**config.mk**
```make
export PLATFORM = sky130hd
export DESIGN_NAME = route_next_hop_cache_top
export DESIGN_NICKNAME = d
export VERILOG_FILES = /design/src/rnhc_pkg.sv /design/src/rnhc_store.sv /design/src/rnhc_unit.sv /design/src/rnhc_ctrl.sv /design/src/route_next_hop_cache_top.sv
export SDC_FILE = /design/constraint.sdc
export NUM_CORES = 2
export LEC_CHECK = 0
export ABC_CLOCK_PERIOD_IN_PS = 15200
export BUFFER_PORTS_ARGS = -buffer_cell sky130_fd_sc_hd__buf_2
export CORE_MARGIN = 2
export CORE_UTILIZATION = 45
export DETAILED_ROUTE_END_ITERATION = 8
export GPL_ROUTABILITY_DRIVEN = 0
export REMOVE_ABC_BUFFERS = 1
export SYNTH_ARGS = -nofsm -noshare
export SYNTH_HDL_FRONTEND = slang
export SYNTH_SLANG_ARGS = --single-unit
```
**constraint.sdc**
```tcl
create_clock -name clock -period 15.2 [get_ports clock]
set_input_delay 0.76 -clock clock [delete_from_list [all_inputs] [get_ports clock]]
set_output_delay 0.76 -clock clock [all_outputs]
set_load 0.05 [all_outputs]
```
**src/rnhc_pkg.sv**
```systemverilog
package rnhc_pkg;

   localparam int ENTRIES = 16;
   localparam int IDX_W = (ENTRIES > 1) ? $clog2(ENTRIES) : 1;

   localparam logic [31:0] TTL_RESET = 32'd60000;

   localparam logic [1:0] OP_RECORD = 2'd0;
   localparam logic [1:0] OP_LOOKUP = 2'd1;
   localparam logic [1:0] OP_PRUNE  = 2'd2;

   typedef struct packed {
      logic [1:0]  op;
      logic [63:0] key_hi;
      logic [63:0] key_lo;
      logic [47:0] hop_mac;
      logic [31:0] now_ms;
   } req_type;

   typedef struct packed {
      logic        found;
      logic [47:0] next_hop;
   } rsp_type;

   typedef struct packed {
      logic [63:0] key_hi;
      logic [63:0] key_lo;
      logic [47:0] mac;
      logic [31:0] stamp;
   } entry_type;

   // write port of the entry store
   typedef struct packed {
      logic             wr_en;
      logic             clr_en;
      logic [IDX_W-1:0] idx;
      entry_type        entry;
   } store_cmd_type;

   // flags from the shared compare unit
   typedef struct packed {
      logic key_eq;
      logic ref_lt;
      logic over_ttl;
   } cmp_type;

endpackage

```
**src/rnhc_store.sv**
```systemverilog
module rnhc_store (
   input  logic                             clock,
   input  logic                             reset,
   input  rnhc_pkg::store_cmd_type          cmd,
   input  logic [rnhc_pkg::IDX_W-1:0]       rd_addr,
   output rnhc_pkg::entry_type              rd_entry,
   output logic [rnhc_pkg::ENTRIES-1:0]     valid
);

   rnhc_pkg::entry_type mem_ff [rnhc_pkg::ENTRIES];
   rnhc_pkg::entry_type rd_entry_ff;
   logic [rnhc_pkg::ENTRIES-1:0] valid_ff;
   logic [rnhc_pkg::ENTRIES-1:0] valid_in;

   always_comb begin
      valid_in = valid_ff;
      if (cmd.wr_en) begin
         valid_in[cmd.idx] = 1'b1;
      end
      if (cmd.clr_en) begin
         valid_in[cmd.idx] = 1'b0;
      end
   end

   always_ff @(posedge clock) begin
      if (reset) begin
         valid_ff <= '0;
      end else begin
         valid_ff <= valid_in;
      end
   end

   always_ff @(posedge clock) begin
      if (cmd.wr_en) begin
         mem_ff[cmd.idx] <= cmd.entry;
      end
      rd_entry_ff <= mem_ff[rd_addr];
   end

   assign rd_entry = rd_entry_ff;
   assign valid    = valid_ff;

endmodule

```
**src/rnhc_unit.sv**
```systemverilog
module rnhc_unit (
   input  rnhc_pkg::entry_type entry,
   input  rnhc_pkg::req_type   req,
   input  logic [31:0]         oldest,
   input  logic [31:0]         ttl,
   output rnhc_pkg::cmp_type   cmp
);

   logic [31:0] lhs;
   logic [31:0] rhs;
   logic [31:0] age;

   // record: entry older than best so far; prune: negative age
   always_comb begin
      if (req.op == rnhc_pkg::OP_PRUNE) begin
         lhs = req.now_ms;
         rhs = entry.stamp;
      end else begin
         lhs = entry.stamp;
         rhs = oldest;
      end
   end

   assign age          = req.now_ms - entry.stamp;
   assign cmp.ref_lt   = (lhs < rhs);
   assign cmp.over_ttl = (age > ttl);
   assign cmp.key_eq   = (entry.key_hi == req.key_hi) && (entry.key_lo == req.key_lo);

endmodule

```
**src/rnhc_ctrl.sv**
```systemverilog
module rnhc_ctrl (
   input  logic                             clock,
   input  logic                             reset,
   input  logic                             req_valid,
   input  rnhc_pkg::req_type                req_data,
   output logic                             req_stall,
   input  logic                             rsp_free,
   input  logic [rnhc_pkg::ENTRIES-1:0]     valid,
   input  rnhc_pkg::entry_type              rd_entry,
   input  rnhc_pkg::cmp_type                cmp,
   output rnhc_pkg::req_type                cur_req,
   output logic [31:0]                      oldest,
   output logic [rnhc_pkg::IDX_W-1:0]       rd_addr,
   output rnhc_pkg::store_cmd_type          cmd,
   output logic                             done,
   output rnhc_pkg::rsp_type                res
);

   localparam logic [2:0] ST_IDLE  = 3'd0;
   localparam logic [2:0] ST_LOAD  = 3'd1;
   localparam logic [2:0] ST_SCAN  = 3'd2;
   localparam logic [2:0] ST_WRITE = 3'd3;
   localparam logic [2:0] ST_DONE  = 3'd4;

   localparam logic [rnhc_pkg::IDX_W-1:0] LAST = rnhc_pkg::IDX_W'(rnhc_pkg::ENTRIES - 1);

   logic [2:0]                   state_ff, state_in;
   logic [rnhc_pkg::IDX_W-1:0]   cnt_ff, cnt_in;
   rnhc_pkg::req_type            req_ff, req_in;
   logic                         hit_ff, hit_in;
   logic [rnhc_pkg::IDX_W-1:0]   hit_idx_ff, hit_idx_in;
   logic [47:0]                  hop_ff, hop_in;
   logic                         free_ff, free_in;
   logic [rnhc_pkg::IDX_W-1:0]   free_idx_ff, free_idx_in;
   logic                         old_have_ff, old_have_in;
   logic [31:0]                  old_time_ff, old_time_in;
   logic [rnhc_pkg::IDX_W-1:0]   old_idx_ff, old_idx_in;
   logic                         cur_valid;
   logic                         keyed;

   assign cur_valid = valid[cnt_ff];
   assign keyed     = (req_ff.op == rnhc_pkg::OP_RECORD) || (req_ff.op == rnhc_pkg::OP_LOOKUP);

   always_comb begin
      state_in    = state_ff;
      cnt_in      = cnt_ff;
      req_in      = req_ff;
      hit_in      = hit_ff;
      hit_idx_in  = hit_idx_ff;
      hop_in      = hop_ff;
      free_in     = free_ff;
      free_idx_in = free_idx_ff;
      old_have_in = old_have_ff;
      old_time_in = old_time_ff;
      old_idx_in  = old_idx_ff;
      req_stall   = 1'b1;
      done        = 1'b0;
      cmd         = '0;
      cmd.idx     = cnt_ff;
      cmd.entry   = '{key_hi: req_ff.key_hi, key_lo: req_ff.key_lo,
                      mac: req_ff.hop_mac, stamp: req_ff.now_ms};

      unique case (state_ff)
         ST_IDLE: begin
            req_stall = 1'b0;
            if (req_valid) begin
               req_in      = req_data;
               cnt_in      = '0;
               hit_in      = 1'b0;
               free_in     = 1'b0;
               old_have_in = 1'b0;
               hop_in      = '0;
               if (req_data.op == rnhc_pkg::OP_RECORD || req_data.op == rnhc_pkg::OP_LOOKUP
                   || req_data.op == rnhc_pkg::OP_PRUNE) begin
                  state_in = ST_LOAD;
               end else begin
                  state_in = ST_DONE;
               end
            end
         end
         ST_LOAD: begin
            state_in = ST_SCAN;
         end
         ST_SCAN: begin
            if (keyed && cur_valid && cmp.key_eq && !hit_ff) begin
               hit_in     = 1'b1;
               hit_idx_in = cnt_ff;
               hop_in     = rd_entry.mac;
            end
            if (req_ff.op == rnhc_pkg::OP_RECORD) begin
               if (!cur_valid && !free_ff) begin
                  free_in     = 1'b1;
                  free_idx_in = cnt_ff;
               end
               if (cur_valid && (!old_have_ff || cmp.ref_lt)) begin
                  old_have_in = 1'b1;
                  old_time_in = rd_entry.stamp;
                  old_idx_in  = cnt_ff;
               end
            end
            if (req_ff.op == rnhc_pkg::OP_PRUNE) begin
               cmd.clr_en = cur_valid && !cmp.ref_lt && cmp.over_ttl;
            end
            if (cnt_ff == LAST) begin
               state_in = (req_ff.op == rnhc_pkg::OP_RECORD) ? ST_WRITE : ST_DONE;
            end else begin
               cnt_in = cnt_ff + 1'b1;
            end
         end
         ST_WRITE: begin
            cmd.wr_en = 1'b1;
            cmd.idx   = hit_ff ? hit_idx_ff : (free_ff ? free_idx_ff : old_idx_ff);
            state_in  = ST_DONE;
         end
         ST_DONE: begin
            if (rsp_free) begin
               done     = 1'b1;
               state_in = ST_IDLE;
            end
         end
         default: begin
            state_in = ST_IDLE;
         end
      endcase
   end

   always_ff @(posedge clock) begin
      if (reset) begin
         state_ff <= ST_IDLE;
      end else begin
         state_ff <= state_in;
      end
   end

   always_ff @(posedge clock) begin
      cnt_ff      <= cnt_in;
      req_ff      <= req_in;
      hit_ff      <= hit_in;
      hit_idx_ff  <= hit_idx_in;
      hop_ff      <= hop_in;
      free_ff     <= free_in;
      free_idx_ff <= free_idx_in;
      old_have_ff <= old_have_in;
      old_time_ff <= old_time_in;
      old_idx_ff  <= old_idx_in;
   end

   // read one entry ahead of the evaluated one
   assign rd_addr = (state_ff == ST_SCAN && cnt_ff != LAST) ? cnt_ff + 1'b1 : '0;

   assign cur_req      = req_ff;
   assign oldest       = old_time_ff;
   assign res.found    = hit_ff;
   assign res.next_hop = (req_ff.op == rnhc_pkg::OP_LOOKUP && hit_ff) ? hop_ff : 48'd0;

   a_write_only_record: assert property (@(posedge clock) disable iff (reset)
      state_ff == ST_WRITE |-> req_ff.op == rnhc_pkg::OP_RECORD)
      else $error("entry write outside a record");

   a_one_store_op: assert property (@(posedge clock) disable iff (reset)
      !(cmd.wr_en && cmd.clr_en))
      else $error("store write and clear together");

   a_scan_end: assert property (@(posedge clock) disable iff (reset)
      (state_ff == ST_SCAN && cnt_ff == LAST) |=> (state_ff == ST_WRITE || state_ff == ST_DONE))
      else $error("scan ran past last entry");

   a_found_keyed: assert property (@(posedge clock) disable iff (reset)
      (done && res.found) |->
         (req_ff.op == rnhc_pkg::OP_RECORD || req_ff.op == rnhc_pkg::OP_LOOKUP))
      else $error("found raised for an unkeyed op");

   a_hop_lookup_only: assert property (@(posedge clock) disable iff (reset)
      (done && req_ff.op != rnhc_pkg::OP_LOOKUP) |-> res.next_hop == 48'd0)
      else $error("next hop driven outside a lookup");

endmodule

```
**src/route_next_hop_cache_top.sv**
```systemverilog
// Channel  Direction  Handshake            Beat
// req      in         req_valid/req_stall  rnhc_pkg::req_type (op, key, mac, time)
// rsp      out        rsp_valid/rsp_stall  rnhc_pkg::rsp_type (found, next_hop)
// csr      in         csr_write_enable     ttl_ms, 32 bit, no read-back
//
// Lookup and prune scan every entry between accept and result; record then adds a write-back
// state; an unused op code skips the scan and goes straight to the result.
// The scan takes one entry per cycle through the store's single registered read port
// into the shared compare unit.
// Reset clears all valid bits at once; no clearing pass is needed.
// A new beat is taken once the previous result sits in the output register, even while
// rsp_stall holds it; the next result then waits for that register to drain.
module route_next_hop_cache_top (
   input  logic              clock,
   input  logic              reset,
   input  logic              req_valid,
   output logic              req_stall,
   input  rnhc_pkg::req_type req_data,
   output logic              rsp_valid,
   input  logic              rsp_stall,
   output rnhc_pkg::rsp_type rsp_data,
   input  logic              csr_write_enable,
   input  logic [31:0]       csr_write_data
);

   logic [31:0]                      ttl_ff, ttl_in;
   logic                             rsp_valid_ff, rsp_valid_in;
   rnhc_pkg::rsp_type                rsp_data_ff, rsp_data_in;
   logic                             rsp_free;
   logic                             done;
   rnhc_pkg::rsp_type                res;
   rnhc_pkg::store_cmd_type          cmd;
   logic [rnhc_pkg::IDX_W-1:0]       rd_addr;
   rnhc_pkg::entry_type              rd_entry;
   logic [rnhc_pkg::ENTRIES-1:0]     valid;
   rnhc_pkg::cmp_type                cmp;
   rnhc_pkg::req_type                cur_req;
   logic [31:0]                      oldest;

   // take the TTL whenever written; writes must come only while idle, which the block does not enforce
   assign ttl_in = csr_write_enable ? csr_write_data : ttl_ff;

   // output register: free when empty or being drained this cycle
   assign rsp_free     = !rsp_valid_ff || !rsp_stall;
   assign rsp_valid_in = done ? 1'b1 : (rsp_valid_ff && rsp_stall);
   assign rsp_data_in  = done ? res : rsp_data_ff;

   always_ff @(posedge clock) begin
      if (reset) begin
         ttl_ff       <= rnhc_pkg::TTL_RESET;
         rsp_valid_ff <= 1'b0;
      end else begin
         ttl_ff       <= ttl_in;
         rsp_valid_ff <= rsp_valid_in;
      end
   end

   always_ff @(posedge clock) begin
      rsp_data_ff <= rsp_data_in;
   end

   assign rsp_valid = rsp_valid_ff;
   assign rsp_data  = rsp_data_ff;

   // entry store: valid flags in flops, entry fields in a registered-read array
   rnhc_store u_store (
      .clock    (clock),
      .reset    (reset),
      .cmd      (cmd),
      .rd_addr  (rd_addr),
      .rd_entry (rd_entry),
      .valid    (valid)
   );

   // shared compare unit: key match, age ordering, TTL test
   rnhc_unit u_unit (
      .entry  (rd_entry),
      .req    (cur_req),
      .oldest (oldest),
      .ttl    (ttl_ff),
      .cmp    (cmp)
   );

   // sequencer: accept, scan every entry (known ops), write back (record only), hand over the result
   rnhc_ctrl u_ctrl (
      .clock     (clock),
      .reset     (reset),
      .req_valid (req_valid),
      .req_data  (req_data),
      .req_stall (req_stall),
      .rsp_free  (rsp_free),
      .valid     (valid),
      .rd_entry  (rd_entry),
      .cmp       (cmp),
      .cur_req   (cur_req),
      .oldest    (oldest),
      .rd_addr   (rd_addr),
      .cmd       (cmd),
      .done      (done),
      .res       (res)
   );

endmodule
```
* Word-level counts from Yosys, hierarchy flattened
Memory sizes are Yosys's and may differ from the RTL's. A register that Yosys moved wholly into a read port is not among the register bits.
Cells that the tools add are included.
** Cells by class
- Reductions and logical operators :: 37
- Magnitude comparators :: 5
- Muxes and demuxes :: 42
- Bitwise logic cells :: 3
- Div/mod/pow operators :: 0
- $mul :: 0
- Eq/ne operators :: 20
- Add/subtract/negate cells :: 2
- Shifts and indexed selects :: 0
** Operators with widths (number)
- $eq A64 B64 Y1 :: 2
- $mux W48 :: 2
- $pmux W48 S2 :: 1
- $mux W32 :: 2
- $gt A32 B32 Y1 :: 1
- $lt A32 B32 Y1 :: 1
- $mux W16 :: 2
- $sub A32 B32 Y32 :: 1
- $mux W4 :: 6
- $mux W1 :: 17
- $and A16 B16 Y16 :: 1
- $not A16 Y16 :: 1
- $or A16 B16 Y16 :: 1
- $mux W3 :: 5
- $pmux W3 S5 :: 1
- $reduce_and A3 Y1 :: 5
- $logic_and A1 B1 Y1 :: 12
- $lt A4 B5 Y1 const B :: 2
- $ne A2 B1 Y1 const B :: 5
- $pmux W4 S2 :: 1
- $reduce_and A4 Y1 :: 2
- $logic_not A1 Y1 :: 7
- $eq A3 B2 Y1 const B :: 2
- $ne A2 B2 Y1 const B :: 3
- other kinds (16) :: 26
** Word-level totals
- Logic and storage cells :: 130
- Output and inout bits :: 51
- Memories kept :: 1
- Input port bits :: 247
- Bits in registers :: 410
- Latch bits :: 0
- Bits in read-only memories :: 0
- Memory bits (writable) :: 3328
** Memories
- u_store.mem_ff :: depth 16, width 208, rd ports 1, clocked after Yosys merged registers in 1, write ports 1, line rnhc_store.sv:10 : rnhc_pkg::entry_type mem_ff [rnhc_pkg::ENTRIES];

* Depth between registers and ports, before layout
- Depth after elaboration :: 11
- Depth in mapped cells :: 23
- Depth with buffers taken out :: 23

* Hierarchy
From an unflattened synthesis, not the netlist that was laid out.
** Second synthesis, totals
- Cells, all modules :: 7013
- Area, all modules :: 149037.9 µm²
** Modules (own cells, without submodules)
- rnhc_store :: sequential area each 104420.1 µm², cells an instance 5379, instances 1, area an instance 128761.0 µm²
- rnhc_ctrl :: sequential area each 9339.0 µm², cells an instance 729, instances 1, area an instance 12192.9 µm²
- rnhc_unit :: sequential area each 0.0 µm², cells an instance 748, instances 1, area an instance 5402.7 µm²
- route_next_hop_cache_top :: sequential area each 2132.0 µm², cells an instance 157, instances 1, area an instance 2681.3 µm²

* Worst setup path before layout
OpenSTA, ideal clock, no wires.
- Path kind :: reg2reg
- Start :: reg u_ctrl.state_ff[2]
- End :: reg u_store.valid_ff (netlist bit u_store.valid[15])
- Clock period less this slack :: 16.480 ns
- Path buffers :: 2
- Data required time :: 15.075 ns
- Stages on the path, launching flop included :: 8
- Slack :: -1.280 ns
- Arrival time :: 16.356 ns
- Setup time :: 0.125 ns
- Cells stage by stage :: dfxtp_1 clkbuf_1 or2_2 clkbuf_1 a21oi_1 nor3_1 o21ai_0 a31oi_1
** Between the ends
- Word-level cells in the longest chain between the ends :: 10
- Elaborated cells between the ends (all ways) :: 15
- Those cells by class :: 2 x order compare; 2 x eq/ne; 7 x mux; 3 x bitwise; 1 x reduce/logical
** Ends and longest elaborated chain
- from (decl) :: line rnhc_ctrl.sv:27 : logic [2:0] state_ff, state_in;
- from (signal assigned) :: line rnhc_ctrl.sv:131 : state_ff <= state_in;
- $eq A3 B2 Y1 :: line rnhc_ctrl.sv:63 : unique case (state_ff)
- $mux W4 :: line rnhc_ctrl.sv:63
- $lt A4 B5 Y1 (not written as such) or $ge A4 B1 Y1 (tied branches) :: line rnhc_store.sv:18, rnhc_store.sv:21
- $logic_and A1 B1 Y1 (not written as such) :: line rnhc_store.sv:18, rnhc_store.sv:21
- $mux W1 (not written as such) :: line rnhc_store.sv:18, rnhc_store.sv:21
- $demux W1 S4
- $or A16 B16 Y16 (no source line)
- $mux W16 :: line rnhc_store.sv:17 : if (cmd.wr_en) begin
- $and A16 B16 Y16 (no source line)
- $mux W16 (*) :: line rnhc_store.sv:20 : if (cmd.clr_en) begin
- to (signal assigned) :: line rnhc_store.sv:29 : valid_ff <= valid_in;
- to (decl) :: line rnhc_store.sv:12 : logic [rnhc_pkg::ENTRIES-1:0] valid_ff;
Mark *: on every way between the ends. The rest lies on a longest branch, timed or not.
A chain may end at the register's enable or synchronous reset.

* Final worst setup path
- Start :: reg u_ctrl.cnt_ff[0] (netlist name)
- End :: reg u_store.rd_entry[154] (netlist name)
** Between the ends
- Word-level cells in the longest chain between the ends :: 3
- Elaborated cells between the ends (all ways) :: 4
- Those cells by class :: 1 x add/sub; 1 x eq/ne; 1 x mux; 1 x reduce/logical
** Ends and longest elaborated chain
- from (decl) :: line rnhc_ctrl.sv:28 : logic [rnhc_pkg::IDX_W-1:0] cnt_ff, cnt_in;
- from (signal assigned) :: line rnhc_ctrl.sv:136 : cnt_ff <= cnt_in;
- branches (longest 2 deep; another with $add A4 B1 Y4)
- $mux W4 (*) :: line rnhc_ctrl.sv:149 : assign rd_addr = (state_ff == ST_SCAN && cnt_ff != LAST) ? cnt_ff + 1'b1 : '0;
Mark *: on every way between the ends.

==> results.txt <==
* Post-route setup TNS: 0 ns
- Number of synthesized register bits: 3946
* Clock sink count: around 3900
* Number of DRC violations after detailed routing: 0
- The finished cells cover between 150000 and 200000 um^2.
- Sequential share of power: around 51%
- The number of global-route vias before repair was 79499.
- After synthesis, the share of flip-flops with an asynchronous set or reset is 0%.
* Site row count: between 200 and 250
* Layout Cells excl Fill: 13013
- Io pins: a little under 300
- The min-delay analysis places its worst path in the category input port to flip-flop.
- In this run, post-CTS repair resized a total of 0 instances.
* Number of antenna violations at the first check in global routing: 32
* Crit-path leading delay family: buffers and inverters
* Full die area: around 330000 um^2
* Number of CTS-inserted buffers: a little over 400
- Routed wire length per instance: 29.4 um
- From synthesis to final layout, the design area changed by 14.4%.
* Drt pass-1 iters: 5
- In the final layout, flip-flops and latches occupy 116000 um^2.
- Synthesized area: between 100000 and 150000 um^2
* Result of the run: finished, final reports clean
* Reg clk slew, reported paths: roughly 0.07 ns
* Setup Skew: ~0.054 ns
- TritonCTS built the clock tree.
- Counting the fill cells in the layout gives ~26000.
- For this run the aggregate overflow at the end of global routing stands at 0.
* Later-pin clock latency in the skew report: 0.96 ns
- In this run the tightest slew margin relative to its limit is between 10% and 20%.
- Setup Viol. Count Final: 0
* Via count: slightly below 80000
- edfxtp_1 takes more of the synthesized area than any other cell.
- Including well taps, the total number of placed cells is 12068.
- The tool flagged a number of max-cap violations equal to 0.
- After layout, the minimum clock period comes to around 6.3 ns.
- Summing the sequential cell areas from Yosys gives ~78% of the chip area.
* Number of standard cells after synthesis: 7813
- Initial cell density of the core: 45.2%
* Transition at the pin with the smallest max-transition slack: around 1.3 ns
- In this run the clock root is driven by a clkbuf_16.
- Using the TritonRoute via totals, the vias-per-cell ratio works out to a little over 6.
- From left edge to right edge, the die measures 577 um.
- Power density cells: approximately 150 nW/um^2
* Internal: ~19 mW
- For this run, the total global-route usage over all layers was measured as a little under a quarter.
* Sw power: 6.08 mW
- Before CTS, the worst setup slack after placement is between 8 and 9 ns.
- Mean instance size in the synthesized netlist: 18.9 um^2
* Count of input and output buffers: roughly 300
- Combinational power share: 9.6%
- The first global-routing pass estimated between 500000 and 600000 um of wire.
* Critical path arrival: around 7.1 ns
- Combined area of the multi-input logic cells: 29500 um^2
- The signal on the critical path passes through ha_1, xor2_1, nand2_4, inv_8, buf_12, buf_4, buf_4, mux4_2, mux4_2.
- Clock group share of total power: between 30% and 40%
- Routed Antenna Nets: 0
- Maximum vdd drop: 0.0916 mV
- The max-slew violation total from the final report came to 0.
- The worst setup path is of the flip-flop to flip-flop kind.
* Share of layout cells above drive strength 1: 17.7%
- RSZ-0062 raised after global routing: no
* Critical Path Max Stage Delay: 0.95 ns
- In this run, the number of DRC markers left after iteration 0 of detailed routing was roughly 8500.
- In this run switching power makes up about a quarter of total power.
* Period utilisation layout: ~41%
- Post-synth EDFFs: between 3000 and 4000
- Yosys warning count: 0
- Least setup slack across all paths after layout: slightly below 9 ns
- Data on the critical path is required at its endpoint by approximately 16 ns.
- Final Hold Fails: 0
- STA classifies the critical path endpoint as a flip-flop.
- Crit path buf inv count: 4
- The largest individual stage delay along the critical path comes from the cell buf_4.
* Peak clock frequency supported by timing: about 160 MHz
* Nature of the critical path startpoint: flip-flop
- The synthesized design devotes to its leading area cell type between 70% and 80% of total area.
* Largest net degree at the start of global routing: around 160
* Max Buffers Root-to-Sink: 4
- Net count of the finished layout: 8654
* Leakage Power: approximately 53 nW
- After legalization and detailed placement, the total HPWL measured between 150000 and 200000 um.
- In this run the cell area measured after placement is ~150000 um^2.
* Number of H-tree levels: 5
- After detailed routing, the total wire length is ~380000 um.
- In this run the worst path has a maximum fanout of 142.
- In this run, distinct cell masters in the synthesized netlist total 64.
- Among all flip-flop cells after synthesis, the most frequent one is edfxtp_1.
- In the post-synthesis netlist, the biggest area contributors are edfxtp_1 (75%), mux4_2 (6.6%), o221ai_1 (4.5%).
- The core region is between 300000 and 400000 um^2.
* Height of the die: ~580 um
- The design draws approximately 25 mW.
## layout by cell type (no fill, tap or decap), drive strengths merged, types with 21 or more instances in the layout
master / count
nor3: 21
mux2i: 92
mux2: 31
edfxtp: 3686
ha: 95
nor2: 123
buf: 438
bufinv: 29
o22ai: 21
xnor2: 51
nand2: 81
xor2: 49
and2: 99
nand3: 388
o21ai: 396
a221oi: 33
a21o: 38
clkbuf: 576
a211oi: 27
nor4: 23
mux4: 433
o211ai: 185
inv: 150
dfxtp: 260
nand4: 28
o221ai: 762
clkinv: 121
a21oi: 115
dlygate4sd3: 183
## cell type report
cell class / instances / area share, %
timing repair buffer: 621 / 2.75
sequential: 3946 / 68.5
tap: 4346 / 3.21
multi-input combinational: 3203 / 17.4
clock buffer: 576 / 6.73
antenna: 6 / 0.00888
clock inverter: 180 / 1.06
inverter: 135 / 0.313
## power groups by stage
stage | Sequential (mW) | Combinational (mW) | Clock (mW)
global placement | 13.0 | 2.35 | 0
CTS | 12.9 | 2.43 | 9.98
detailed placement | 13.1 | 2.38 | 0
floorplan | 12.9 | 2.24 | 0
finish | 12.9 | 2.41 | 9.82
global route | 12.9 | 2.63 | 10.4
## cell usage after synthesis, types with 51 or more instances
library cell and instances:
dfxtp_1 260, a21oi_1 115, mux2i_1 92, inv_1 133, o221ai_1 762, edfxtp_1 3686
and2_1 99, buf_2 144, nand3_1 388, mux4_2 433, xnor2_1 51, o21ai_1 64
clkbuf_1 329, o211ai_1 185, ha_1 95, nor2_1 123, nand2_1 81, o21ai_0 332
## state kept, by name, summed over array words and instances (netlist names), 4 cells and up
register / flops
u_store.mem_ff: 3328
u_ctrl.cmd: 208
u_store.rd_entry: 208
rsp_data: 49
u_ctrl.hop_ff: 48
ttl_ff: 32
u_ctrl.oldest: 32
u_store.valid: 16
u_ctrl.cnt_ff: 4
u_ctrl.free_idx_ff: 4
u_ctrl.hit_idx_ff: 4
u_ctrl.old_idx_ff: 4
## what timing repair did
item	CTS	global route
hold endpoints to repair	183	0
hold buffers	183	0
setup buffers	0	0
## per-layer routing
layer / routed length [um] / GRT usage [%]
met5: 84 / 0
met4: 9680 / 6.07
met3: 31300 / 4.41
met2: 178000 / 35.3
met1: 163000 / 32.3
## through the flow
stage	hold slack, ns	util [%]
2_1_floorplan	0.425	-
3_3_place_gp	0.443	47.1
3_5_place_dp	0.448	47.1
4_1_cts	0.0000100	51.7
5_1_grt	0.0364	51.7
6_report	0.0531	51.7
## path summary, 6_finish.rpt
| check | startpoint | to | slack, ns | depth (start not counted) |
|---|---|---|---|---|
| max | u_ctrl.cnt_ff[0] | u_store.rd_entry[154] | 8.89 | 9 |
| min reg2reg | u_store.rd_entry[1] | u_ctrl.oldest[1] | 0.46 | 0 |
| max reg2reg | u_ctrl.cnt_ff[0] | u_store.rd_entry[154] | 8.89 | 9 |
| min | req_data[16] | u_ctrl.cmd[16] | 0.05 | 1 |
## cells by family (layout without fill, tap and decap cells)
family                   Yosys count  count (layout)  synth area share [%]
other                              0               6                     0
multiplexers                     556             556                  7.45
AND/OR/NAND/NOR                  800             800                  2.70
XOR/XNOR                         100             100                 0.592
flip-flops                      3946            3946                  78.4
AO/OA/AOI/OAI                   1651            1651                  8.22
buffers and inverters            664            1512                  1.84
adder cells (fa/ha/maj)           96              96                 0.817
No activity file was read; power rests on OpenSTA's default activity.
